File: src/design/nepr_pkg.sv
// Shared types and constants of the note envelope phase rate block.
package nepr_pkg;

	localparam int unsigned TIME_BITS = 32;
	localparam int unsigned RATE_FRAC_BITS = 16;
	localparam int unsigned CFG_W = 16;
	localparam int unsigned CFG_IDX_W = 2;
	localparam int unsigned RATE_W = RATE_FRAC_BITS + 1;
	localparam int unsigned K_W = RATE_FRAC_BITS + 3;
	localparam int unsigned BASE_W = RATE_FRAC_BITS + 4;
	localparam int unsigned NUM_CELLS = K_W;
	localparam int unsigned ONE_INT = 1 << RATE_FRAC_BITS;
	localparam int unsigned DIV_SH = BASE_W;
	localparam int unsigned RECIP_INT = (1 << DIV_SH) / 10;
	localparam int unsigned PROD_W = BASE_W + BASE_W;

	localparam logic [K_W-1:0] K_THREE = K_W'(3 * ONE_INT);
	localparam logic [K_W-1:0] K_FOUR = K_W'(4 * ONE_INT);
	localparam logic [K_W-1:0] K_FIVE = K_W'(5 * ONE_INT);
	localparam logic [BASE_W-1:0] B_THREE = BASE_W'(3 * ONE_INT);
	localparam logic [BASE_W-1:0] B_FIVE = BASE_W'(5 * ONE_INT);
	localparam logic [BASE_W-1:0] B_SEVEN = BASE_W'(7 * ONE_INT);
	localparam logic [BASE_W-1:0] B_TEN = BASE_W'(10 * ONE_INT);
	localparam logic [BASE_W-1:0] RECIP = BASE_W'(RECIP_INT);
	localparam logic [RATE_W-1:0] RATE_ONE = RATE_W'(ONE_INT);
	localparam logic [RATE_W-1:0] RATE_HALF = RATE_W'(ONE_INT / 2);
	localparam logic [RATE_W-1:0] RATE_SUS_MAX = RATE_W'((7 * ONE_INT) / 10);

	localparam logic [CFG_IDX_W-1:0] CFG_DECAY = CFG_IDX_W'(0);
	localparam logic [CFG_IDX_W-1:0] CFG_RELEASE = CFG_IDX_W'(1);

	typedef logic [TIME_BITS-1:0] time_t;

	typedef enum logic [1:0] {
		PH_DECAY   = 2'd0,
		PH_SUSTAIN = 2'd1,
		PH_RELEASE = 2'd2
	} phase_t;

	// Work carried along the divider chain.
	typedef struct packed {
		time_t             den;
		time_t             num;
		time_t             rem;
		logic [K_W-1:0]    quo;
		logic [K_W-1:0]    k;
		logic [BASE_W-1:0] base;
		phase_t            phase;
	} cell_pl_t;

endpackage

File: src/design/nepr_front.sv
// Front stages: time repair, note length classification and divider set-up.
module nepr_front import nepr_pkg::*; (
	input  logic             clk,
	input  logic             arst_n,
	input  logic             en,
	input  logic             in_valid,
	input  time_t            play_time,
	input  time_t            note_start,
	input  time_t            note_end,
	input  logic [CFG_W-1:0] decay_time,
	input  logic [CFG_W-1:0] release_time,
	output logic             out_valid,
	output cell_pl_t         out_pl
);
	localparam int unsigned TW = TIME_BITS;

	logic  v_s1, v_s2;
	time_t start_s1, end_s1, play_s1;
	time_t len_s2, x_s2, d_s2, r_s2;
	logic  five_s2, after_s2;

	time_t              len, x, d2, r2, mid, end_m_r;
	logic               after, five;
	logic [TW+1:0]      len_w, dc_w, rc_w, sum_w;
	logic [TW:0]        start_d, mid_w;
	time_t              lmr, den;
	logic [K_W-1:0]     kd, ks, kr;
	logic [BASE_W-1:0]  bd, bds;
	cell_pl_t           pl;

	always_ff @(posedge clk or negedge arst_n) begin
		if (!arst_n) begin
			v_s1 <= 1'b0;
			v_s2 <= 1'b0;
			out_valid <= 1'b0;
		end else if (en) begin
			v_s1 <= in_valid;
			v_s2 <= v_s1;
			out_valid <= v_s2;
		end
	end

	// Stage 1: an end before the start, or a play time before it, is pulled up to the start.
	always_ff @(posedge clk) begin
		if (en) begin
			start_s1 <= note_start;
			end_s1 <= (note_end < note_start) ? note_start : note_end;
			play_s1 <= (play_time < note_start) ? note_start : play_time;
		end
	end

	always_comb begin
		len = end_s1 - start_s1;
		x = play_s1 - start_s1;
		after = play_s1 > end_s1;
		len_w = (TW+2)'(len);
		dc_w = (TW+2)'(decay_time);
		rc_w = (TW+2)'(release_time);
		sum_w = dc_w + rc_w;
		start_d = (TW+1)'(start_s1) + (TW+1)'(decay_time);
		end_m_r = end_s1 - TW'(release_time);
		mid_w = (start_d >> 1) + (TW+1)'(end_m_r >> 1);
		mid = (mid_w < (TW+1)'(start_s1)) ? start_s1 : TW'(mid_w);
		d2 = TW'(decay_time);
		r2 = TW'(release_time);
		five = 1'b0;
		if (len_w < dc_w) begin
			five = 1'b0;
		end else if (len_w < sum_w) begin
			r2 = len - TW'(decay_time);
			five = 1'b1;
		end else if (len_w < (sum_w << 1)) begin
			d2 = mid - start_s1;
			r2 = end_s1 - mid;
			five = 1'b1;
		end
	end

	always_ff @(posedge clk) begin
		if (en) begin
			len_s2 <= len;
			x_s2 <= x;
			d_s2 <= d2;
			r_s2 <= r2;
			five_s2 <= five;
			after_s2 <= after;
		end
	end

	// Stage 3: pick the phase and the single quotient that gives its rate.
	always_comb begin
		lmr = len_s2 - r_s2;
		den = lmr - d_s2;
		kd = five_s2 ? K_FIVE : K_THREE;
		ks = five_s2 ? '0 : K_FOUR;
		kr = five_s2 ? K_FIVE : K_THREE;
		bd = five_s2 ? B_FIVE : B_THREE;
		bds = five_s2 ? B_FIVE : B_SEVEN;
		pl.rem = '0;
		pl.quo = '0;
		pl.den = TW'(1);
		pl.num = '0;
		pl.k = '0;
		pl.base = '0;
		pl.phase = PH_DECAY;
		if (after_s2) begin
			pl.phase = PH_DECAY;
		end else if (x_s2 < d_s2) begin
			pl.k = kd;
			pl.den = d_s2;
			pl.num = x_s2;
		end else if (x_s2 <= lmr) begin
			pl.phase = PH_SUSTAIN;
			if (den == '0) begin
				pl.base = bds;
			end else begin
				pl.base = bd;
				pl.k = ks;
				pl.den = den;
				pl.num = x_s2 - d_s2;
			end
		end else begin
			pl.phase = PH_RELEASE;
			if (r_s2 == '0) begin
				pl.base = B_TEN;
			end else begin
				pl.base = bds;
				pl.k = kr;
				pl.den = r_s2;
				pl.num = x_s2 - lmr;
			end
		end
	end

	always_ff @(posedge clk) begin
		if (en) begin
			out_pl <= pl;
		end
	end

endmodule

File: config.mk
export PLATFORM = sky130hd
export DESIGN_NAME = nepr_front
export DESIGN_NICKNAME = d
export VERILOG_FILES = /design/src/design/nepr_pkg.sv /design/src/design/nepr_front.sv
export SDC_FILE = /design/constraint.sdc
export NUM_CORES = 1
export LEC_CHECK = 0
export BUFFER_PORTS_ARGS = -buffer_cell sky130_fd_sc_hd__buf_2
export CAP_MARGIN = 10
export CORE_MARGIN = 2
export CORE_UTILIZATION = 55
export DETAILED_ROUTE_END_ITERATION = 6
export GPL_TIMING_DRIVEN = 0
export PLACE_DENSITY = 0.8
export SLEW_MARGIN = 10
export SYNTH_ARGS = -nofsm -noshare
export SYNTH_HDL_FRONTEND = slang
export SYNTH_SLANG_ARGS = --single-unit
File: constraint.sdc
create_clock -name clk -period 21.5 [get_ports clk]
set_input_delay 4.3 -clock clk [delete_from_list [all_inputs] [get_ports clk]]
set_output_delay 4.3 -clock clk [all_outputs]
set_load 0.005 [all_outputs]
# Yosys cells after proc, flatten, opt, wreduce, memory -nomap -nowiden
# Index checks and enable logic that the tools add are counted.
# op_classes
addsub	13
n_reduce_logical	4
div	0
mul	0
n_lt_le_gt_ge	9
n_eq_ne	0
n_shift	0
bitwise_logic	1
mux	25
# ops
operator	n
two-way mux 64 bit	4
subtractor 32 bit	8
two-way mux 32 bit	5
two-way mux 19 bit	7
less-than comparator 32 bit	3
logical NOT 32 bit	2
two-way mux 16 bit	4
subtractor 32 x 16 -> 32 bit	2
two-way mux 41 bit	1
adder 32 x 16 -> 33 bit	1
adder 32 x 31 -> 33 bit	1
less-than comparator 33 x 32 -> 1 bit	1
> comparator 32 bit	1
less-or-equal comparator 32 bit	1
less-than comparator 32 x 16 -> 1 bit	1
less-than comparator 32 x 17 -> 1 bit	1
less-than comparator 32 x 18 -> 1 bit	1
two-way mux 20 bit	1
two-way mux 18 bit	1
adder 16 x 16 -> 17 bit	1
OR reduction 3 bit	1
two-way mux 1 bit	2
OR reduction 2 bit	1
NOT 1 bit	1
# word_totals
word_cells	71
register_bits	334
mem_count	0
rom_bits	0
ramBits	0
inputBits	132
output_inout_bits	157
latchBits	0

# Logic depth before layout (Yosys ltp)
# Gate-level depths: netlist of run 1.
# depth
depth_word	8
ltp_mapped	50
depth_no_buf	50

# Worst setup path before layout of run 1
# Ideal clock, no wire load.
# synth_timing
kind	input to register
startpoint	input port release_time[1]
endpoint	register r_s2[31], data pin
setup_time_ns	0.273
slack_ns	8.478
path_stages	48
required_ns	21.227
path_buffers	1
arrival_time_ns	12.749
cell_sequence	inv_1 fa_1 a21o_1 a21oi_1 o21bai_1 a21oi_1 o21bai_1 a21oi_1 o21bai_1 nand2b_1 nand2_1 o21a_1 nand4_1 xnor2_1 ha_1 and3_1 and2_1 and2_1 [... 12 more ...] a221oi_1 o22ai_2 clkbuf_1 o21ai_0 inv_1 ha_1 nor2b_1 o31ai_1 o211ai_1 a21o_1 a311oi_1 o41ai_1 o41ai_1 o21bai_1 a21oi_1 xnor2_1 xnor2_1 o32ai_1
# synth_between
elab_chain_len	7
elab_cells_between_ends	10
classes_between	add/sub (4); order compare (3); mux (3)
# synth_rtl
item	line	rtl
start, declared	nepr_front.sv:11	input logic [CFG_W-1:0] release_time,
subtractor 32 x 16 -> 32 bit	nepr_front.sv:61	end_m_r = end_s1 - TW'(release_time);
adder 32 x 31 -> 33 bit	nepr_front.sv:62	mid_w = (start_d >> 1) + (TW+1)'(end_m_r >> 1);
less-than comparator 33 x 32 -> 1 bit	nepr_front.sv:63	mid = (mid_w < (TW+1)'(start_s1)) ? start_s1 : TW'(mid_w);
two-way mux 32 bit	nepr_front.sv:63	
subtractor 32 bit	nepr_front.sv:74	r2 = end_s1 - mid;
two-way mux 32 bit	nepr_front.sv:72	end else if (len_w < (sum_w << 1)) begin
two-way mux 32 bit (*)	nepr_front.sv:69	end else if (len_w < sum_w) begin
end signal, assigned	nepr_front.sv:84	r_s2 <= r2;
end, declared	nepr_front.sv:19	time_t len_s2, x_s2, d_s2, r_s2;
# Every way passes the cells marked *; elsewhere a longest branch is shown, timed or not.
# A chain may end at the register's enable or synchronous reset.

# Worst setup path in the final report of run 1
# Ends and elaborated chain as after synthesis.

==> results_dict.tcl, run 1 <==
set metrics [dict create \
    ir_drop_uv 73.0 \
    firstDrtPassIters 5 \
    cts_buffers 35 \
    cts_setup_buffers 0 \
    synth_edf_count 299 \
    avgRoutedWirePerCell_um 20.3 \
    drive_gt1_share_pct 11.5 \
    crit_path_end_kind "flop" \
    final-seq-area_mm2 0.00905 \
    cts-resized-gates 0 \
    critPathArrivalTime_ps 16200 \
    status "complete, no violations" \
    ys_warn_count 0 \
    max_freq_ghz 0.0627 \
    place_ws_ps 5040 \
    holdBufCountCts 0 \
    grt_max_degree 112 \
    cts_tree "yes" \
    dr.first_iter.drc_count 2189 \
    total_power_w 0.00484 \
    cts.path.max_buffers 3 \
    port_buffers 205 \
    cp_slowest_cell "a311oi_1" \
    synthMostInstantiatedCell "ha_1" \
    ys_seq_elements 302 \
    die_x_um 254 \
    htree_levels 2 \
    fin_hold_ws_ps 510 \
    fin_ws_ps 5550 \
    grtUsageMet2_pct 52.3 \
    io-pin-count 289 \
    setup_viol 0 \
    num_vias 30700 \
    grt_pass1_vias 29400 \
    grtUsageMet3_pct 4.00 \
    synth_top_area_cell "edfxtp_1" \
    overflow 0 \
    leakagePower_nw 17.3 \
    crit_path_max_fanout 10 \
    setup_tns_ps 0 \
    grt.total_usage_pct 31.6 \
    antenna_found_initial 5 \
    period_share_pct 74.2 \
    synth_area_leaders "edfxtp_1, ha_1, xnor2_1" \
    drc 0 \
    initial_core_util_pct 55.7 \
    synth_ff_type "edfxtp_1" \
    grt_util_met1_pct 40.4 \
    wl_um 104000 \
    nets 4888 \
    multi_input_area_mm2 0.0235 \
    cp.required_ps 21750 \
    clk_latency_ps 580 \
    tightest_slew_ps 1310 \
    yosysUniqueCellTypes 88 \
    die_y_um 254 \
    grt_pass1_wl_um 157000 \
    path_class "in2reg" \
    hpwl_um 86900 \
    yosys-top-cells-count "ha_1, inv_1, a21oi_1" \
    synth-seq-area-share_pct 26.3 \
    std_cell_rows 91 \
    core_mm2 0.0618 \
    cpMostUsedCell "a21oi_1" \
    synth_area_per_cell_um2 8.79 \
    finalCriticalPeriod_ps 15950 \
    max_slew_margin_pct 12.3 \
    rsz0062_at_grt "no" \
    synth_area_mm2 0.0344 \
    dieArea_mm2 0.0646 \
    hold_class "reg2reg" \
    area_growth_pct 10.4 \
    path_clk_slew_ps 60 \
    power-per-cell-area_mw_per_mm2 127 \
    finalHoldViolCount 0 \
    setup.worst_path.start_class "input pin" \
    ant_nets 0 \
    vias_per_cell 6.01 \
    synth_top_area_share_pct 26.1 \
    slowest_delay_ps 740 \
    slew_viol_final 0 \
    syn-instance-count 3917 \
    n_fill_cell 5399 \
    cts.sinks 302 \
    synth_async_sr_flop_share_pct 0.993 \
    clock_skew_ps 31.3 \
    gp_congestion 0.967 \
    ctsRootBufferMaster "clkbuf_16" \
    drv_cap 0 \
    grt-busiest-layer "met2" \
]
-- layer usage --
| metal | share of wire (%) | up-vias |
|---|---|---|
| met1 | 42 | 14300 |
| met5 | 0 | - |
| met3 | 7.2 | 238 |
| met2 | 45 | 1153 |
| met4 | 5.8 | 0 |
| li1 | - | 15000 |
-- layout by cell type, fill, tap and decap left out, types with 49 or more instances in the layout --
| cell | netlist | layout |
|---|---|---|
| a211oi_1 | 75 | 74 |
| a21o_1 | 198 | 198 |
| a21oi_1 | 324 | 324 |
| buf_2 | 13 | 217 |
| buf_4 | 83 | 83 |
| clkbuf_1 | 66 | 69 |
| conb_1 | 1 | 83 |
| edfxtp_1 | 299 | 299 |
| ha_1 | 500 | 500 |
| inv_1 | 340 | 340 |
| mux2_2 | 72 | 72 |
| nand2_1 | 224 | 224 |
| nand2b_1 | 65 | 65 |
| nand3_1 | 69 | 69 |
| nand4_1 | 49 | 49 |
| nor2_1 | 257 | 257 |
| nor2b_1 | 62 | 62 |
| nor3_1 | 90 | 90 |
| o21a_1 | 56 | 56 |
| o21ai_0 | 223 | 223 |
| xnor2_1 | 226 | 226 |
| xor2_1 | 96 | 96 |
-- sequential cells by signal, indices dropped and copies added (netlist names) --
| register | cells |
|---|---|
| d_s2 | 32 |
| five_s2 | 1 |
| out_pl | 73 |
| x_s2 | 32 |
| play_s1 | 32 |
| end_s1 | 32 |
| start_s1 | 32 |
| out_valid | 1 |
| r_s2 | 32 |
| v_s2 | 1 |
| v_s1 | 1 |
| after_s2 | 1 |
| len_s2 | 32 |
-- path summary, 6_finish.rpt --
kind	start	endpoint	slack [ps]	cells past startpoint
max	release_time[1]	r_s2[31]$_SDFFCE_PP0P_	5550	50
min	out_valid$_DFFE_PN0P_	out_valid$_DFFE_PN0P_	510	1
max reg2reg	end_s1[1]$_DFFE_PP_	r_s2[31]$_SDFFCE_PP0P_	8910	48
min reg2reg	out_valid$_DFFE_PN0P_	out_valid$_DFFE_PN0P_	510	1
max in group asynchronous	arst_n	v_s1$_DFFE_PN0P_	17880	1
min in group asynchronous	arst_n	out_valid$_DFFE_PN0P_	3510	1
-- where the power goes --
group	total [W]	switching, W	internal [W]
sequential	0.000854	0.0000644	0.000790
combinational	0.00339	0.00205	0.00134
clock	0.000588	0.000255	0.000333
-- cell families after synthesis --
| group | share of synthesized area (%) |
|---|---|
| AO/OA/AOI/OAI | 23.2 |
| XOR/XNOR | 8.26 |
| adder cells (fa/ha/maj) | 18.9 |
| buffers and inverters | 6.50 |
| flip-flops | 26.3 |
| multiplexers | 2.56 |
| other | 0.0109 |
| AND/OR/NAND/NOR | 14.2 |
-- through the flow --
stage / cell area (µm²) / instances / util (%)
2_1_floorplan: 34700 / 3999 / -
5_1_grt: 38000 / 5107 / 61.5
6_report: 38000 / 5108 / 61.5
3_3_place_gp: 36800 / 5041 / 59.5
4_1_cts: 38000 / 5105 / 61.5
3_5_place_dp: 36900 / 5043 / 59.7
-- critical path: cells and delay by family --
family	cells	cell delay (ps)
XOR/XNOR	4	690
adder cells (fa/ha/maj)	4	1320
buffers and inverters	4	810
AND/OR/NAND/NOR	8	1240
AO/OA/AOI/OAI	30	7830
-- final cells by class --
class / instances / share of cell area, %
Multi-Input combinational cell: 3188 / 61.7
Sequential cell: 302 / 23.8
Inverter: 341 / 3.37
Timing Repair Buffer: 207 / 2.87
Tap cell: 837 / 2.76
Buffer: 168 / 2.52
Clock buffer: 39 / 2.40
Clock inverter: 23 / 0.527
Antenna cell: 3 / 0.0197
Power figures use the tool's default switching activity.
==> run 2: changes to the inputs <==
ABC_AREA = 1   (was default)
PLACE_DENSITY = 0.83   (was 0.8)
clock period = 13.97 ns   (was 21.5 ns; I/O delays follow)
==> run 2 against run 1 <==
Against the previous run:
- clock skew shrank 1.3 ps
- via count grew 13%
- first-iteration DRC count grew 27%
- register-to-register slack lost 5400 ps
- area after synthesis grew 2.7%
- sequential power grew 57%
- utilization is essentially flat
- critical endpoint unchanged
- largest cell class unchanged
==> results_dict.tcl, run 2 <==
set metrics [dict create \
    synth-seq-area-share_pct 25.6 \
    fin_ws_ps 1520 \
    place_ws_ps 1120 \
    top_register "out_pl" \
    dr.first_iter.drc_count 2780 \
    yosysUniqueCellTypes 66 \
    ant_nets 0 \
    synth_top_area_cell "edfxtp_1" \
    crit_path_end_kind "flop" \
    finalHoldViolCount 0 \
    drv_cap 0 \
    synth_area_leaders "edfxtp_1, ha_1, nand2_1" \
    holdBufCountCts 0 \
    leakagePower_nw 18.9 \
    io-pin-count 289 \
    mostFrequentLayoutCell "nand2_1" \
    synth_area_per_cell_um2 7.39 \
    max_freq_ghz 0.0803 \
    synth_edf_count 299 \
    core_mm2 0.0633 \
    die_y_um 258 \
    initial_core_util_pct 55.8 \
    synthMostInstantiatedCell "nand2_1" \
    cts.sinks 302 \
    setup.worst_path.start_class "input pin" \
    ys_warn_count 0 \
    critPathArrivalTime_ps 12770 \
    synth_top_area_share_pct 25.4 \
    dieArea_mm2 0.0663 \
    vias_per_cell 5.78 \
    cts_buffers 35 \
    clock_skew_ps 29.9 \
    grt_max_degree 122 \
    grt_pass1_vias 34500 \
    cts-resized-gates 0 \
    firstDrtPassIters 7 \
    slowest_delay_ps 730 \
    final_cell_mix "nand2_1, inv_1, a21oi_1" \
    htree_levels 2 \
    cp.required_ps 14290 \
    ys_seq_elements 302 \
    n_fill_cell 5857 \
    status "complete, no violations" \
    drive_gt1_share_pct 8.58 \
    slew_viol_final 0 \
    clk_latency_ps 590 \
    power-per-cell-area_mw_per_mm2 202 \
    place_area_mm2 0.0378 \
    grt.total_usage_pct 36.7 \
    cts_setup_buffers 0 \
    hold_class "reg2reg" \
    fin_area_mm2 0.0389 \
    hpwl_um 107000 \
    cpMostUsedCell "nand2_1" \
    ir_drop_uv 111 \
    crit_path_max_fanout 10 \
    wl_um 124000 \
    rsz0062_at_grt "no" \
    std_cell_rows 92 \
    fin_util_pct 61.5 \
    cp_slowest_cell "o21ai_0" \
    port_buffers 205 \
    antenna_found_initial 3 \
    synth_ff_type "edfxtp_1" \
    syn-instance-count 4787 \
    num_vias 34600 \
    ctsRootBufferMaster "clkbuf_16" \
    area_growth_pct 10.1 \
    avgRoutedWirePerCell_um 20.8 \
    die_x_um 258 \
    synth_area_mm2 0.0354 \
    nets 5758 \
    path_class "in2reg" \
    setup_viol 0 \
    tightest_slew_ps 1160 \
    path_clk_slew_ps 60 \
    largest_reg_flops 73 \
    max_slew_margin_pct 21.7 \
    gp_congestion 1.01 \
    overflow 0 \
    synth_async_sr_flop_share_pct 0.993 \
    grt_pass1_wl_um 187000 \
    drc 0 \
    yosys-top-cells-count "nand2_1, inv_1, a21oi_1" \
    cts_tree "yes" \
    setup_tns_ps 0 \
    finalCriticalPeriod_ps 12450 \
    period_share_pct 89.1 \
    cts.path.max_buffers 3 \
]
[run 2: changes by cell type after synthesis, sizes merged, moves of 92 or more]
cell	delta
nand2	+746
a21o	-165
xor2	+127
xnor2	-142
nand3	+143
nor2	+92
inv	+295
o21ai	+150
a21oi	+185
[run 2: final cells by class]
type | count | area (µm²) | share of cell area, %
clock buffer | 38 | 908 | 2.33
inverter | 637 | 2390 | 6.14
sequential | 302 | 9050 | 23.3
tap | 846 | 1060 | 2.72
timing repair buffer | 207 | 1090 | 2.80
antenna | 1 | 2.50 | 0.00643
buffer | 152 | 933 | 2.40
clock inverter | 23 | 210 | 0.540
multi-input combinational | 3778 | 23300 | 59.8
[run 2: routing by layer]
layer | wire (µm) | share of wire [%] | track usage [%]
met1 | 48000 | 39 | 42.5
met3 | 7720 | 6.2 | 3.85
met2 | 60200 | 48 | 65.5
met5 | 13 | 0.010 | 0
met4 | 8310 | 6.7 | 21.6
[run 2: critical path: cells and delay by family]
kind	cells	cell delay, ps
AOI/OAI and AO/OA	14	4000
and+or+nand+nor	25	3240
buffers and inverters	6	900
adders and majority gates	4	1350
xor gates and xnor gates	2	450
[run 2: worst paths after layout]
kind | slack [ps] | cells past startpoint | end | from
max in group asynchronous | 11870 | 1 | v_s2$_DFFE_PN0P_ | arst_n
min in group asynchronous | 1990 | 1 | v_s1$_DFFE_PN0P_ | arst_n
min | 480 | 2 | v_s2$_DFFE_PN0P_ | v_s1$_DFFE_PN0P_
min reg2reg | 480 | 2 | v_s2$_DFFE_PN0P_ | v_s1$_DFFE_PN0P_
max reg2reg | 3470 | 55 | r_s2[31]$_SDFFCE_PP0P_ | end_s1[0]$_DFFE_PP_
max | 1520 | 51 | r_s2[31]$_SDFFCE_PP0P_ | decay_time[2]
[run 2: cells by family (layout without fill, tap and decap cells)]
kind of cell | after synthesis | in the layout | synth area share, %
compound gates | 1146 | 1146 | 18.1
buf+inv | 789 | 1057 | 9.40
other cells | 1 | 84 | 0.0106
fa+ha+maj | 513 | 513 | 18.4
flops | 302 | 302 | 25.6
mux | 1 | 1 | 0.0318
xor+xnor | 307 | 307 | 7.65
simple gates | 1728 | 1728 | 20.7
[run 2: report_power, final]
part	total (W)	internal [W]	switching [W]
combinational	0.00564	0.00189	0.00374
sequential	0.00134	0.00123	0.000111
clock	0.000905	0.000513	0.000392
total	0.00788	0.00364	0.00425
[run 2: stage by stage]
stage | total power [W] | instances | hold slack (ps)
floorplan | 0.00517 | 4869 | 448
CTS | 0.00776 | 5983 | 489
finish | 0.00788 | 5984 | 481
global route | 0.00849 | 5984 | 535
global placement | 0.00679 | 5920 | 461
detailed placement | 0.00683 | 5922 | 473
