===== src/design/nepr_pkg.sv =====
// Shared types and constants of the note envelope phase rate block.
package nepr_pkg;

	localparam int unsigned TIME_BITS = 32;
	localparam int unsigned RATE_FRAC_BITS = 16;
	localparam int unsigned CFG_W = 16;
	localparam int unsigned CFG_IDX_W = 2;
	localparam int unsigned RATE_W = RATE_FRAC_BITS + 1;
	localparam int unsigned K_W = RATE_FRAC_BITS + 3;
	localparam int unsigned BASE_W = RATE_FRAC_BITS + 4;
	localparam int unsigned NUM_CELLS = K_W;
	localparam int unsigned ONE_INT = 1 << RATE_FRAC_BITS;
	localparam int unsigned DIV_SH = BASE_W;
	localparam int unsigned RECIP_INT = (1 << DIV_SH) / 10;
	localparam int unsigned PROD_W = BASE_W + BASE_W;

	localparam logic [K_W-1:0] K_THREE = K_W'(3 * ONE_INT);
	localparam logic [K_W-1:0] K_FOUR = K_W'(4 * ONE_INT);
	localparam logic [K_W-1:0] K_FIVE = K_W'(5 * ONE_INT);
	localparam logic [BASE_W-1:0] B_THREE = BASE_W'(3 * ONE_INT);
	localparam logic [BASE_W-1:0] B_FIVE = BASE_W'(5 * ONE_INT);
	localparam logic [BASE_W-1:0] B_SEVEN = BASE_W'(7 * ONE_INT);
	localparam logic [BASE_W-1:0] B_TEN = BASE_W'(10 * ONE_INT);
	localparam logic [BASE_W-1:0] RECIP = BASE_W'(RECIP_INT);
	localparam logic [RATE_W-1:0] RATE_ONE = RATE_W'(ONE_INT);
	localparam logic [RATE_W-1:0] RATE_HALF = RATE_W'(ONE_INT / 2);
	localparam logic [RATE_W-1:0] RATE_SUS_MAX = RATE_W'((7 * ONE_INT) / 10);

	localparam logic [CFG_IDX_W-1:0] CFG_DECAY = CFG_IDX_W'(0);
	localparam logic [CFG_IDX_W-1:0] CFG_RELEASE = CFG_IDX_W'(1);

	typedef logic [TIME_BITS-1:0] time_t;

	typedef enum logic [1:0] {
		PH_DECAY   = 2'd0,
		PH_SUSTAIN = 2'd1,
		PH_RELEASE = 2'd2
	} phase_t;

	// Work carried along the divider chain.
	typedef struct packed {
		time_t             den;
		time_t             num;
		time_t             rem;
		logic [K_W-1:0]    quo;
		logic [K_W-1:0]    k;
		logic [BASE_W-1:0] base;
		phase_t            phase;
	} cell_pl_t;

endpackage


===== src/design/nepr_cell.sv =====
// One cell of the scaled divider chain: takes one bit of the multiplier per cycle while en is high.
module nepr_cell import nepr_pkg::*; (
	input  logic     clk,
	input  logic     arst_n,
	input  logic     en,
	input  logic     in_valid,
	input  cell_pl_t in_pl,
	output logic     out_valid,
	output cell_pl_t out_pl
);
	cell_pl_t nx;
	time_t    dmr, dmx;

	// The remainder is kept below the divisor, so differences avoid any overflow.
	always_comb begin
		nx = in_pl;
		nx.quo = {in_pl.quo[K_W-2:0], 1'b0};
		dmr = in_pl.den - in_pl.rem;
		if (in_pl.rem >= dmr) begin
			nx.rem = in_pl.rem - dmr;
			nx.quo = nx.quo + K_W'(1);
		end else begin
			nx.rem = in_pl.rem + in_pl.rem;
		end
		dmx = in_pl.den - in_pl.num;
		if (in_pl.k[K_W-1]) begin
			if (in_pl.num == in_pl.den) begin
				nx.quo = nx.quo + K_W'(1);
			end else if (nx.rem >= dmx) begin
				nx.rem = nx.rem - dmx;
				nx.quo = nx.quo + K_W'(1);
			end else begin
				nx.rem = nx.rem + in_pl.num;
			end
		end
		nx.k = {in_pl.k[K_W-2:0], 1'b0};
	end

	always_ff @(posedge clk or negedge arst_n) begin
		if (!arst_n) begin
			out_valid <= 1'b0;
		end else if (en) begin
			out_valid <= in_valid;
		end
	end

	always_ff @(posedge clk) begin
		if (en) begin
			out_pl <= nx;
		end
	end

endmodule

===== config.mk =====
export PLATFORM = sky130hd
export DESIGN_NAME = nepr_cell
export DESIGN_NICKNAME = d
export VERILOG_FILES = /design/src/design/nepr_pkg.sv /design/src/design/nepr_cell.sv
export SDC_FILE = /design/constraint.sdc
export NUM_CORES = 1
export LEC_CHECK = 0
export BUFFER_PORTS_ARGS = -buffer_cell sky130_fd_sc_hd__buf_4
export CORE_MARGIN = 2
export CORE_UTILIZATION = 51
export DETAILED_ROUTE_END_ITERATION = 7
export GPL_TIMING_DRIVEN = 0
export PLACE_DENSITY_LB_ADDON = 0.15
export SYNTH_ARGS = -nofsm -noshare
export SYNTH_HDL_FRONTEND = slang
export SYNTH_SLANG_ARGS = --single-unit

===== constraint.sdc =====
create_clock -name clk -period 0.8 [get_ports clk]
set_input_delay 0.08 -clock clk [delete_from_list [all_inputs] [get_ports clk]]
set_output_delay 0.08 -clock clk [all_outputs]
set_load 0.005 [all_outputs]

Word-level counts from Yosys, hierarchy flattened
Cells that the tools add are included.
{"block": "word_totals", "regBits": 156, "wordCells": 26}
{"block": "op_classes", "add_sub_neg": 8, "magnitude_cmp": 2, "n_eq_ne": 1, "mux": 7}
{"cell": "$sub A32 B32 Y32", "n": 4}
{"cell": "$mux W32", "n": 3}
{"cell": "$add A32 B32 Y32", "n": 2}
{"cell": "$ge A32 B32 Y1", "n": 2}
{"cell": "$mux W19", "n": 3}
{"cell": "$mux W51", "n": 1}
{"cell": "$add A19 B1 Y19 const B", "n": 2}
{"cell": "$eq A32 B32 Y1", "n": 1}

Depth between registers and ports, before layout
Gate-level depths: netlist (run 1).
{"block": "logic_depth", "depth_word": 7, "mapped_depth": 46, "ltp_nobuf": 44}

Worst setup path after synthesis (run 1)
OpenSTA, ideal clock, no wires.
{"block": "synth_path", "kind": "in2reg", "from": "input port in_pl[61] (netlist bit)", "to": "register out_pl[52] (netlist bit), data pin", "setup_ns": 0.258, "arrival_time_ns": 8.195, "required_ns": 0.542, "slack_ns": -7.653, "stages": 38, "n_path_buf": 4, "cell_sequence": "inv_1 -> ha_1 -> nor2b_1 -> o21ai_0 -> a21oi_1 -> o21ai_0 -> a21oi_1 -> o21a_1 -> o31a_1 -> o41ai_1 -> o2111a_1 -> or3_1 -> o21ai_0 -> o41ai_1 -> o21ai_0 -> a21oi_1 -> xor2_1 -> ha_1 -> (+2 left out) -> o2111ai_1 -> o31a_1 -> nor3_4 -> clkbuf_1 -> clkbuf_1 -> buf_1 -> o21ai_0 -> ha_1 -> and3_1 -> nand2_1 -> or4_1 -> nor3_1 -> a21oi_2 -> a21boi_4 -> and4_1 -> buf_4 -> nand4_1 -> xnor2_1"}
{"element": "from (decl)", "line_no": "nepr_cell.sv:7", "rtl": "input cell_pl_t in_pl,"}
{"element": "to (signal assigned)", "line_no": "nepr_cell.sv:49", "rtl": "out_pl <= nx;"}
{"element": "to (decl)", "line_no": "nepr_cell.sv:9", "rtl": "output cell_pl_t out_pl"}

==> results_dict.tcl, run 1 <==
set metrics [dict create \
    status "complete, but fails checks" \
    violated_checks "negative setup slack" \
    power.switching_fraction_pct 44.1 \
    pwr-share-clk_pct 12.5 \
    ctsRootBufferMaster "clkbuf_16" \
    floorplan.io_pins 317 \
    power.total_mw 67.2 \
    nets 2542 \
    max_clock_freq_ghz 0.126 \
    detailedPlacementHpwl_um 38800 \
    synthArstFlopShare_pct 0.641 \
    max_slew_headroom_at_the_worst_pin_pct 29.1 \
    synth_enable_flop_cells 155 \
    avgViaCountPerCell 6.11 \
    finalMaxSlewViolations 0 \
    final-setup-viol-count 208 \
    grt.overflow.total 0 \
    end_kind "flip-flop" \
    most_frequent_cells_in_the_layout "buf_4 (392), edfxtp_1 (155), dlygate4sd3_1 (125)" \
    unrepaired_setup_endpoints_after_global_routing "true" \
    clock_skew_ps 0 \
    die_w_um 172 \
    numCtsBuffers 17 \
    cts_sinks 156 \
    synth.lib_cells_used.distinct 85 \
    first_global_vias 14800 \
    crit_arrival_ps 8110 \
    max_cap_viol_count 0 \
    p_leak_nw 9.85 \
    clock_tree.buffer_depth 2 \
    net-switching-power_mw 29.6 \
    detail_route.wirelength_um 58400 \
    dp.cells 2303 \
    worst_skew_pair.late_latency_ps 450 \
    mostFrequentLayoutCell "buf_4" \
    fin_crit_sh_pct 996 \
    finalWorstPathRequiredPeriod_ps 7970 \
    areaGrowthSynthToFinish_pct 55.6 \
    power_frac_seq_pct 16.9 \
    yosysWarnings 0 \
    floorplan.die_area_um2 29700 \
    post-route-drc-count 0 \
    firstDrtPassIters 6 \
    synthFlopType "edfxtp_1" \
    grt_pass1_wl_um 81400 \
    worst-endpoint-required_ps 950 \
    clkTransAtPathRegs_ps 70 \
    cts_htree_levels 4 \
    avgSynthCellArea_um2 8.97 \
    dieHeight_um 172 \
    post_route_cells_drive_above_1_share_pct 34.3 \
    hold_class "input port to flip-flop" \
    maximum_number_of_pins_on_one_net_before_global_route_repair 65 \
    global_route.usage.total_pct 36.1 \
    initial_core_util_pct 51.8 \
    cpPeakStageDelay_ps 410 \
    worstSetupPathType "input port to flip-flop" \
    finalWorstSetupSlack_ps -7170 \
    worstMarginPinSlew_ps 1060 \
    crit_path_frequent_cell "a21oi_2" \
    route.antenna.remaining_nets 0 \
    layoutNonFillerInstCount 2626 \
    buffer_ports.inserted 314 \
    synth_seq_cells 156 \
    ir_drop_mv 1.64 \
    design.core.area_um2 27900 \
    share_comb_of_total_power_pct 70.6 \
    detailedRoute.firstIterationViolations 1579 \
    drt-wirelength-per-cell_um 22.2 \
    synth.net_count 1920 \
    via_count 16000 \
    initial_antenna_violation_count 3 \
    tritoncts "yes" \
    fp-row-count 61 \
    dp_slack_ps -8830 \
    power_density_nw_per_um2 2990 \
    gp_congestion 0.942 \
    crit_path_max_fanout 7 \
    syn_inst 1610 \
    p_int_mw 37.6 \
    crit_slowest_cell "o31a_4" \
    hold_violations 0 \
    ys_seq_area_share_pct 32.4 \
    netlist_area_um2 14400 \
    worst_setup_path_start_kind "input port" \
]
==> layout make-up <==
class	count	area (um^2)
Antenna cell	3	7.51
Buffer	34	394
Clock buffer	17	425
Clock inverter	15	154
Fill cell	1784	5380
Inverter	112	448
Multi-Input combinational cell	1305	10600
Sequential cell	156	4680
Tap cell	378	473
Timing Repair Buffer	606	5310
==> synth_stat cells, types with 28 or more instances <==
library cell,instances,area share [%]
xnor2_1,97,5.9
nand2_1,126,3.3
a21oi_1,144,5.0
edfxtp_1,155,32
inv_1,111,2.9
xor2_1,60,3.6
ha_1,147,13
nor2_1,119,3.1
nand3_1,43,1.5
o21ai_0,109,3.8
a21o_1,55,2.9
clkbuf_1,28,0.73
==> power groups by stage <==
stage	registers, mW	clock network, mW	logic, mW
2_1_floorplan	11.4	0	23.2
4_1_cts	11.2	8.38	41.6
6_report	11.4	8.37	47.5
5_1_grt	11.5	8.66	50.1
3_5_place_dp	11.3	0	33.2
3_3_place_gp	11.3	0	32.9
==> layer usage <==
metal / routed length [um] / vias to the layer above / global-route usage [%]
li1: - / 7282 / -
met1: 23800 / 7648 / 48.6
met2: 26800 / 961 / 57.4
met3: 5500 / 147 / 6.43
met4: 2290 / 2 / 14.8
met5: 11 / - / 0
==> state kept, by name, indices dropped and copies added (netlist names) <==
signal     count
out_valid      1
out_pl       155
==> per-stage QoR <==
stage               utilization, %  TNS, ps  instance area [um^2]  hold slack [ps]
floorplan                        -  -333220                 14900             -216
global placement              63.5  -608480                 17700             -144
detailed placement            63.6  -501240                 17700             -143
CTS                           76.6  -381780                 21300             19.4
global route                  80.7  -409170                 22500             36.9
finish                        80.7  -391450                 22500             19.0
==> final timing paths <==
check / start / end / slack [ps] / depth (start not counted)
min in group asynchronous: arst_n / out_valid$_DFFE_PN0P_ / 580 / 3
max reg2reg: out_valid$_DFFE_PN0P_ / out_valid$_DFFE_PN0P_ / 0 / 1
min: en / out_pl[144]$_DFFE_PP_ / 20 / 1
max in group asynchronous: arst_n / out_valid$_DFFE_PN0P_ / 110 / 3
min reg2reg: out_valid$_DFFE_PN0P_ / out_valid$_DFFE_PN0P_ / 600 / 1
max: in_pl[124] / out_pl[86]$_DFFE_PP_ / -7170 / 46
==> cell families after synthesis <==
family	after synthesis	share of synthesized area [%]
AOI/OAI and AO/OA	514	23.5
and+or+nand+nor	459	15.5
adders and majority gates	158	13.7
xor gates and xnor gates	157	9.52
DFF	156	32.4
buffers and inverters	149	4.01
muxes	16	1.30
other	1	0.0260
==> worst max-delay path: cells and delay by family <==
family | cells | cell delay, ps
AOI/OAI and AO/OA | 24 | 4530
and+or+nand+nor | 9 | 1380
adders and majority gates | 4 | 1060
buffers and inverters | 8 | 930
xor gates and xnor gates | 1 | 130
==> repair_timing <==
item                       in CTS  in global routing
cloned                          7                  0
hold endpoints to repair      124                  0
setup endpoints to repair     301                207
setup buffers                 108                 52
resized for setup             181                189
hold buffers                  125                  0
pin swaps                      83                 84
Note: power is estimated with default switching activity, not from simulation.
==> run 2, diff against run 1 <==
- CORE_ASPECT_RATIO: not set -> 1.25
- CORE_MARGIN: 2 -> 5
==> run 2 against run 1 <==
Against the previous run: the flow still finishes with violations (negative setup slack); fmax up 1.3%; largest cell class unchanged; utilization up 0.31 points; non-clock buffer count up 4; cell area up 1.7%; total power up 4.0%; final cell count down 0.80%; sequential cell count unchanged; register-to-register slack better by 40 ps; routed wire length about the same; setup slack better by 100 ps.
==> results_dict.tcl, run 2 (synthesis gave the netlist of run 1 again) <==
set metrics [dict create \
    status "complete, but fails checks" \
    violated_checks "negative setup slack" \
    pwr-share-clk_pct 12.3 \
    hold_violations 0 \
    die_w_um 161 \
    regToRegStartpoint "out_valid$_DFFE_PN0P_" \
    ff_latch_area_um2 4680 \
    mostFrequentLayoutCell "buf_4" \
    crit_slowest_cell "or4_4" \
    largest_register_ffs 155 \
    worst_setup_path_start_kind "input port" \
    crit_path_frequent_cell "a21oi_2" \
    fin_crit_sh_pct 983 \
    detailedRoute.firstIterationViolations 1420 \
    floorplan.die_area_um2 31800 \
    reg_top3 "out_pl (155), out_valid (1)" \
    initial_antenna_violation_count 0 \
    initial_core_util_pct 51.2 \
    p_leak_nw 10.0 \
    ctsRootBufferMaster "clkbuf_16" \
    post-route-drc-count 0 \
    launching_instance_or_port_of_the_critical_path "in_pl[124]" \
    finalWorstSetupSlack_ps -7060 \
    multiInputGateArea_um2 10800 \
    maximum_number_of_pins_on_one_net_before_global_route_repair 55 \
    buffer_ports.inserted 314 \
    finalMaxSlewViolations 0 \
    floorplan.io_pins 317 \
    route.antenna.remaining_nets 0 \
    detail_route.wirelength_um 58400 \
    unrepaired_setup_endpoints_after_global_routing "true" \
    worstMarginPinSlew_ps 1050 \
    hold_class "input port to flip-flop" \
    worst-endpoint-required_ps 950 \
    largest-register "out_pl" \
    crit_arrival_ps 8010 \
    numCtsBuffers 17 \
    worstSetupPathType "input port to flip-flop" \
    post_route_cells_drive_above_1_share_pct 36.1 \
    cpPeakStageDelay_ps 600 \
    dp_slack_ps -8740 \
    clock_tree.buffer_depth 2 \
    design.core.area_um2 28200 \
    max_clock_freq_ghz 0.127 \
    most_frequent_cells_in_the_layout "buf_4 (381), edfxtp_1 (155), dlygate4sd3_1 (125)" \
    net-switching-power_mw 30.8 \
    worst_hold_startpoint "en" \
    areaGrowthSynthToFinish_pct 58.3 \
    finalWorstPathRequiredPeriod_ps 7860 \
    clkTransAtPathRegs_ps 70 \
    grt_pass1_wl_um 85400 \
    tritoncts "yes" \
    end_kind "flip-flop" \
    tns_ps -390500 \
    power.switching_fraction_pct 44.1 \
    firstDrtPassIters 7 \
    ir_drop_mv 2.48 \
    worst_skew_pair.late_latency_ps 450 \
    max_slew_headroom_at_the_worst_pin_pct 29.8 \
    detailedPlacementHpwl_um 39200 \
    via_count 16000 \
    avgViaCountPerCell 6.15 \
    gp_congestion 0.953 \
    max_cap_viol_count 0 \
    first_global_vias 16000 \
    share_comb_of_total_power_pct 71.5 \
    global_route.usage.total_pct 34.2 \
    finalCoreUtilization_pct 81.0 \
    clock_skew_ps 0 \
    crit_path_max_fanout 5 \
    nets 2546 \
    fp-row-count 69 \
    drt-wirelength-per-cell_um 22.4 \
    grt.overflow.total 0 \
    final-setup-viol-count 207 \
    dieHeight_um 198 \
    cts_htree_levels 4 \
    power_frac_seq_pct 16.2 \
    power_density_nw_per_um2 3060 \
    cts_sinks 156 \
    p_int_mw 39.1 \
    fillerInstances 1737 \
]
==> run 2: changes by cell type in the layout (fill, tap and decap cells not counted), sizes merged <==
cell      before  now
bufbuf         2    0
clkinv         5    2
inv          118  120
buf          486  490
diode          3    1
clkbuf        44   46
clkinvlp       3    4
==> run 2: final cells by class <==
class,count,area share [%]
repair buffers,611,23.9
clock buffers,17,1.86
flip-flops and latches,156,20.5
diodes,1,0.0109
multi-input cells,1305,47.4
inverters,112,1.94
clock inverters,15,0.750
well taps,355,1.94
plain buffers,33,1.81
==> run 2: repair_timing <==
action | CTS | global route
hold buffers | 125 | 0
setup buffers | 129 | 41
endpoints found under the setup margin | 314 | 208
resized for setup | 310 | 123
pin swaps | 158 | 72
hold endpoints to repair | 124 | 0
gates cloned | 11 | 0
==> run 2: path summary, 6_finish.rpt <==
| kind | to | cells after the start | slack, ps |
|---|---|---|---|
| max | out_pl[86]$_DFFE_PP_ | 47 | -7060 |
| min | out_pl[34]$_DFFE_PP_ | 1 | 9 |
| max reg2reg | out_valid$_DFFE_PN0P_ | 1 | 40 |
| min reg2reg | out_valid$_DFFE_PN0P_ | 1 | 540 |
| max in group asynchronous | out_valid$_DFFE_PN0P_ | 3 | 220 |
| min in group asynchronous | out_valid$_DFFE_PN0P_ | 3 | 480 |
==> run 2: power by group through the flow <==
stage                     clock network, mW  registers [mW]  logic (mW)
after floorplan                           0            11.4        23.2
after global placement                    0            11.3        33.0
after detailed placement                  0            11.3        33.3
after CTS                              8.67            11.2        45.7
after global routing                   8.94            11.4        52.7
final                                  8.57            11.3        50.0
==> run 2: worst max-delay path, delay by kind of cell <==
kind	cells	cell delay [ps]
buffers and inverters	9	1080
adder cells (fa/ha/maj)	3	750
XOR/XNOR	1	120
AO/OA/AOI/OAI	25	3960
AND/OR/NAND/NOR	9	1990
==> run 2: metal layers <==
layer / vias up / share of wire [%] / routed length [um] / track usage [%]
met4: 0 / 8.1 / 4730 / 24.1
met1: 7625 / 34 / 19900 / 35.3
met2: 848 / 52 / 30200 / 62.9
li1: 7269 / - / - / -
met3: 271 / 6.1 / 3590 / 5.68
met5: - / 0 / 0 / 0
==> run 2: stage by stage <==
step                hold slack (ps)  cells  power [mW]  area (um^2)
global route                   15.4   2604        73.1        22900
CTS                            7.62   2572        65.6        22100
global placement               -145   2279        44.3        17700
finish                         8.88   2605        69.9        22900
floorplan                      -216   1610        34.7        14900
detailed placement             -143   2280        44.6        17700
==> run 3, diff against run 2 <==
- SKIP_LAST_GASP: not set -> 1
==> run 3 against run 2 <==
Against the previous run: the run still ends with negative setup slack left; global-route usage decreased by 0.32 points; fmax increased by 0.67%; worst hold slack got worse by 4.8 ps; register-to-register slack about the same; critical path type unchanged; cell area increased by 1.1%; largest cell class unchanged; sequential cell count unchanged; first-iteration DRC count decreased by 0.63%; clock skew unchanged; critical path depth decreased by 2; final cell count increased by 0.58%.
==> results_dict.tcl, run 3 (synthesis gave the netlist of run 1 again) <==
set metrics [dict create \
    status "complete, but fails checks" \
    violated_checks "negative setup slack" \
    detailedPlacementHpwl_um 39200 \
    floorplan.die_area_um2 31800 \
    power.switching_fraction_pct 43.9 \
    max_cap_viol_count 0 \
    launching_instance_or_port_of_the_critical_path "in_pl[124]" \
    reg_top3 "out_pl (155), out_valid (1)" \
    finalWorstPathRequiredPeriod_ps 7810 \
    route.antenna.remaining_nets 0 \
    finalWorstSetupSlack_ps -7010 \
    worst_hold_startpoint "en" \
    nets 2561 \
    post_route_cells_drive_above_1_share_pct 36.7 \
    cts_sinks 156 \
    post-route-drc-count 0 \
    hold_class "input port to flip-flop" \
    grt.overflow.total 0 \
    hold_violations 0 \
    reg2regPathDepth 1 \
    final-setup-viol-count 207 \
    worstSetupPathType "input port to flip-flop" \
    clock_skew_ps 0 \
    finalCoreUtilization_pct 81.8 \
    initial_core_util_pct 51.2 \
    detailedRoute.firstIterationViolations 1411 \
    largest_register_ffs 155 \
    via_count 16100 \
    worst_setup_path_start_kind "input port" \
    most_frequent_cells_in_the_layout "buf_4 (403), edfxtp_1 (155), dlygate4sd3_1 (125)" \
    mostFrequentLayoutCell "buf_4" \
    largest-register "out_pl" \
    floorplan.io_pins 317 \
    hold_path_depth 1 \
    ctsRootBufferMaster "clkbuf_16" \
    p_int_mw 39.9 \
    regToRegStartpoint "out_valid$_DFFE_PN0P_" \
    p_leak_nw 10.1 \
    areaGrowthSynthToFinish_pct 60.0 \
    net-switching-power_mw 31.2 \
    fin_crit_sh_pct 976 \
    detail_route.wirelength_um 58600 \
    share_comb_of_total_power_pct 72.1 \
    gp_congestion 0.953 \
    cpPeakStageDelay_ps 600 \
    first_global_vias 16000 \
    avgViaCountPerCell 6.15 \
    finalMaxSlewViolations 0 \
    pwr-share-clk_pct 12.1 \
    drt-wirelength-per-cell_um 22.4 \
    end_kind "flip-flop" \
    unrepaired_setup_endpoints_after_global_routing "true" \
    worstMarginPinSlew_ps 1010 \
    ir_drop_mv 2.46 \
    clock_tree.buffer_depth 2 \
    global_route.usage.total_pct 33.9 \
    maximum_number_of_pins_on_one_net_before_global_route_repair 55 \
    clkTransAtPathRegs_ps 70 \
    crit_path_max_fanout 7 \
    power_frac_seq_pct 15.9 \
    dieHeight_um 198 \
    power.total_mw 71.2 \
    crit_arrival_ps 7960 \
    fp-row-count 69 \
    firstDrtPassIters 8 \
    power_density_nw_per_um2 3080 \
    tns_ps -384790 \
    tritoncts "yes" \
    grt_pass1_wl_um 84700 \
    max_clock_freq_ghz 0.128 \
    buffer_ports.inserted 314 \
    crit_path_frequent_cell "a21oi_2" \
    initial_antenna_violation_count 0 \
    worst_skew_pair.late_latency_ps 450 \
    design.core.area_um2 28200 \
    die_w_um 161 \
    cts_htree_levels 4 \
    worst-endpoint-required_ps 950 \
    crit_slowest_cell "or4_4" \
    max_slew_headroom_at_the_worst_pin_pct 32.0 \
    numCtsBuffers 17 \
]
run 3: cell types whose count changed in the layout (fill, tap and decap cells not counted), moves of 3 or more:
cell and delta:
buf_4 +22, buf_6 -7, ha_2 -5, ha_4 +7, nand2_1 +3, nand2_4 -3
run 3: power groups by stage:
stage	combinational (mW)	sequential, mW	clock [mW]
final	51.3	11.3	8.59
after global placement	33.0	11.3	0
after CTS	45.4	11.2	8.67
after global routing	54.1	11.4	8.97
after floorplan	23.2	11.4	0
after detailed placement	33.3	11.3	0
run 3: area by class of cell:
class,instances,area (um^2)
repair buffers,627,5570
multi-input cells,1305,11000
clock buffers,17,425
flip-flops and latches,156,4680
plain buffers,32,400
fillers,1672,5130
diodes,1,2.50
inverters,112,443
well taps,355,444
clock inverters,15,171
run 3: worst max-delay path: cells and delay by family:
family                     cells  cell delay [ps]
xor gates and xnor gates       1              120
and+or+nand+nor               11             2260
AOI/OAI and AO/OA             22             3610
buffers and inverters          8              980
adders and majority gates      3              880
run 3: what timing repair did:
item,CTS,global route
setup endpoints to repair,314,208
hold endpoints to repair,124,0
cloned,11,0
pin swaps,156,94
gates resized for setup,289,154
hold buffers,125,0
setup buffers,129,57
run 3: worst paths after layout:
check                                        end  slack (ps)
max                         out_pl[86]$_DFFE_PP_       -7010
min                         out_pl[34]$_DFFE_PP_           4
max reg2reg                out_valid$_DFFE_PN0P_          40
min reg2reg                out_valid$_DFFE_PN0P_         540
max in group asynchronous  out_valid$_DFFE_PN0P_         230
min in group asynchronous  out_valid$_DFFE_PN0P_         470
run 3: metal layers:
metal	GRT usage [%]	routed length, um
met1	35.0	19800
met2	61.8	30100
met3	5.79	3860
met4	24.5	4810
met5	0	0
run 3: metrics by stage:
stage	hold WS [ps]	setup WS [ps]	cells	instance area, um^2
after floorplan	-216	-6750	1610	14900
after global placement	-145	-8710	2279	17700
after detailed placement	-143	-8740	2280	17700
after CTS	7.62	-6880	2572	22000
after global routing	13.3	-7260	2619	23100
final	4.03	-7010	2620	23100
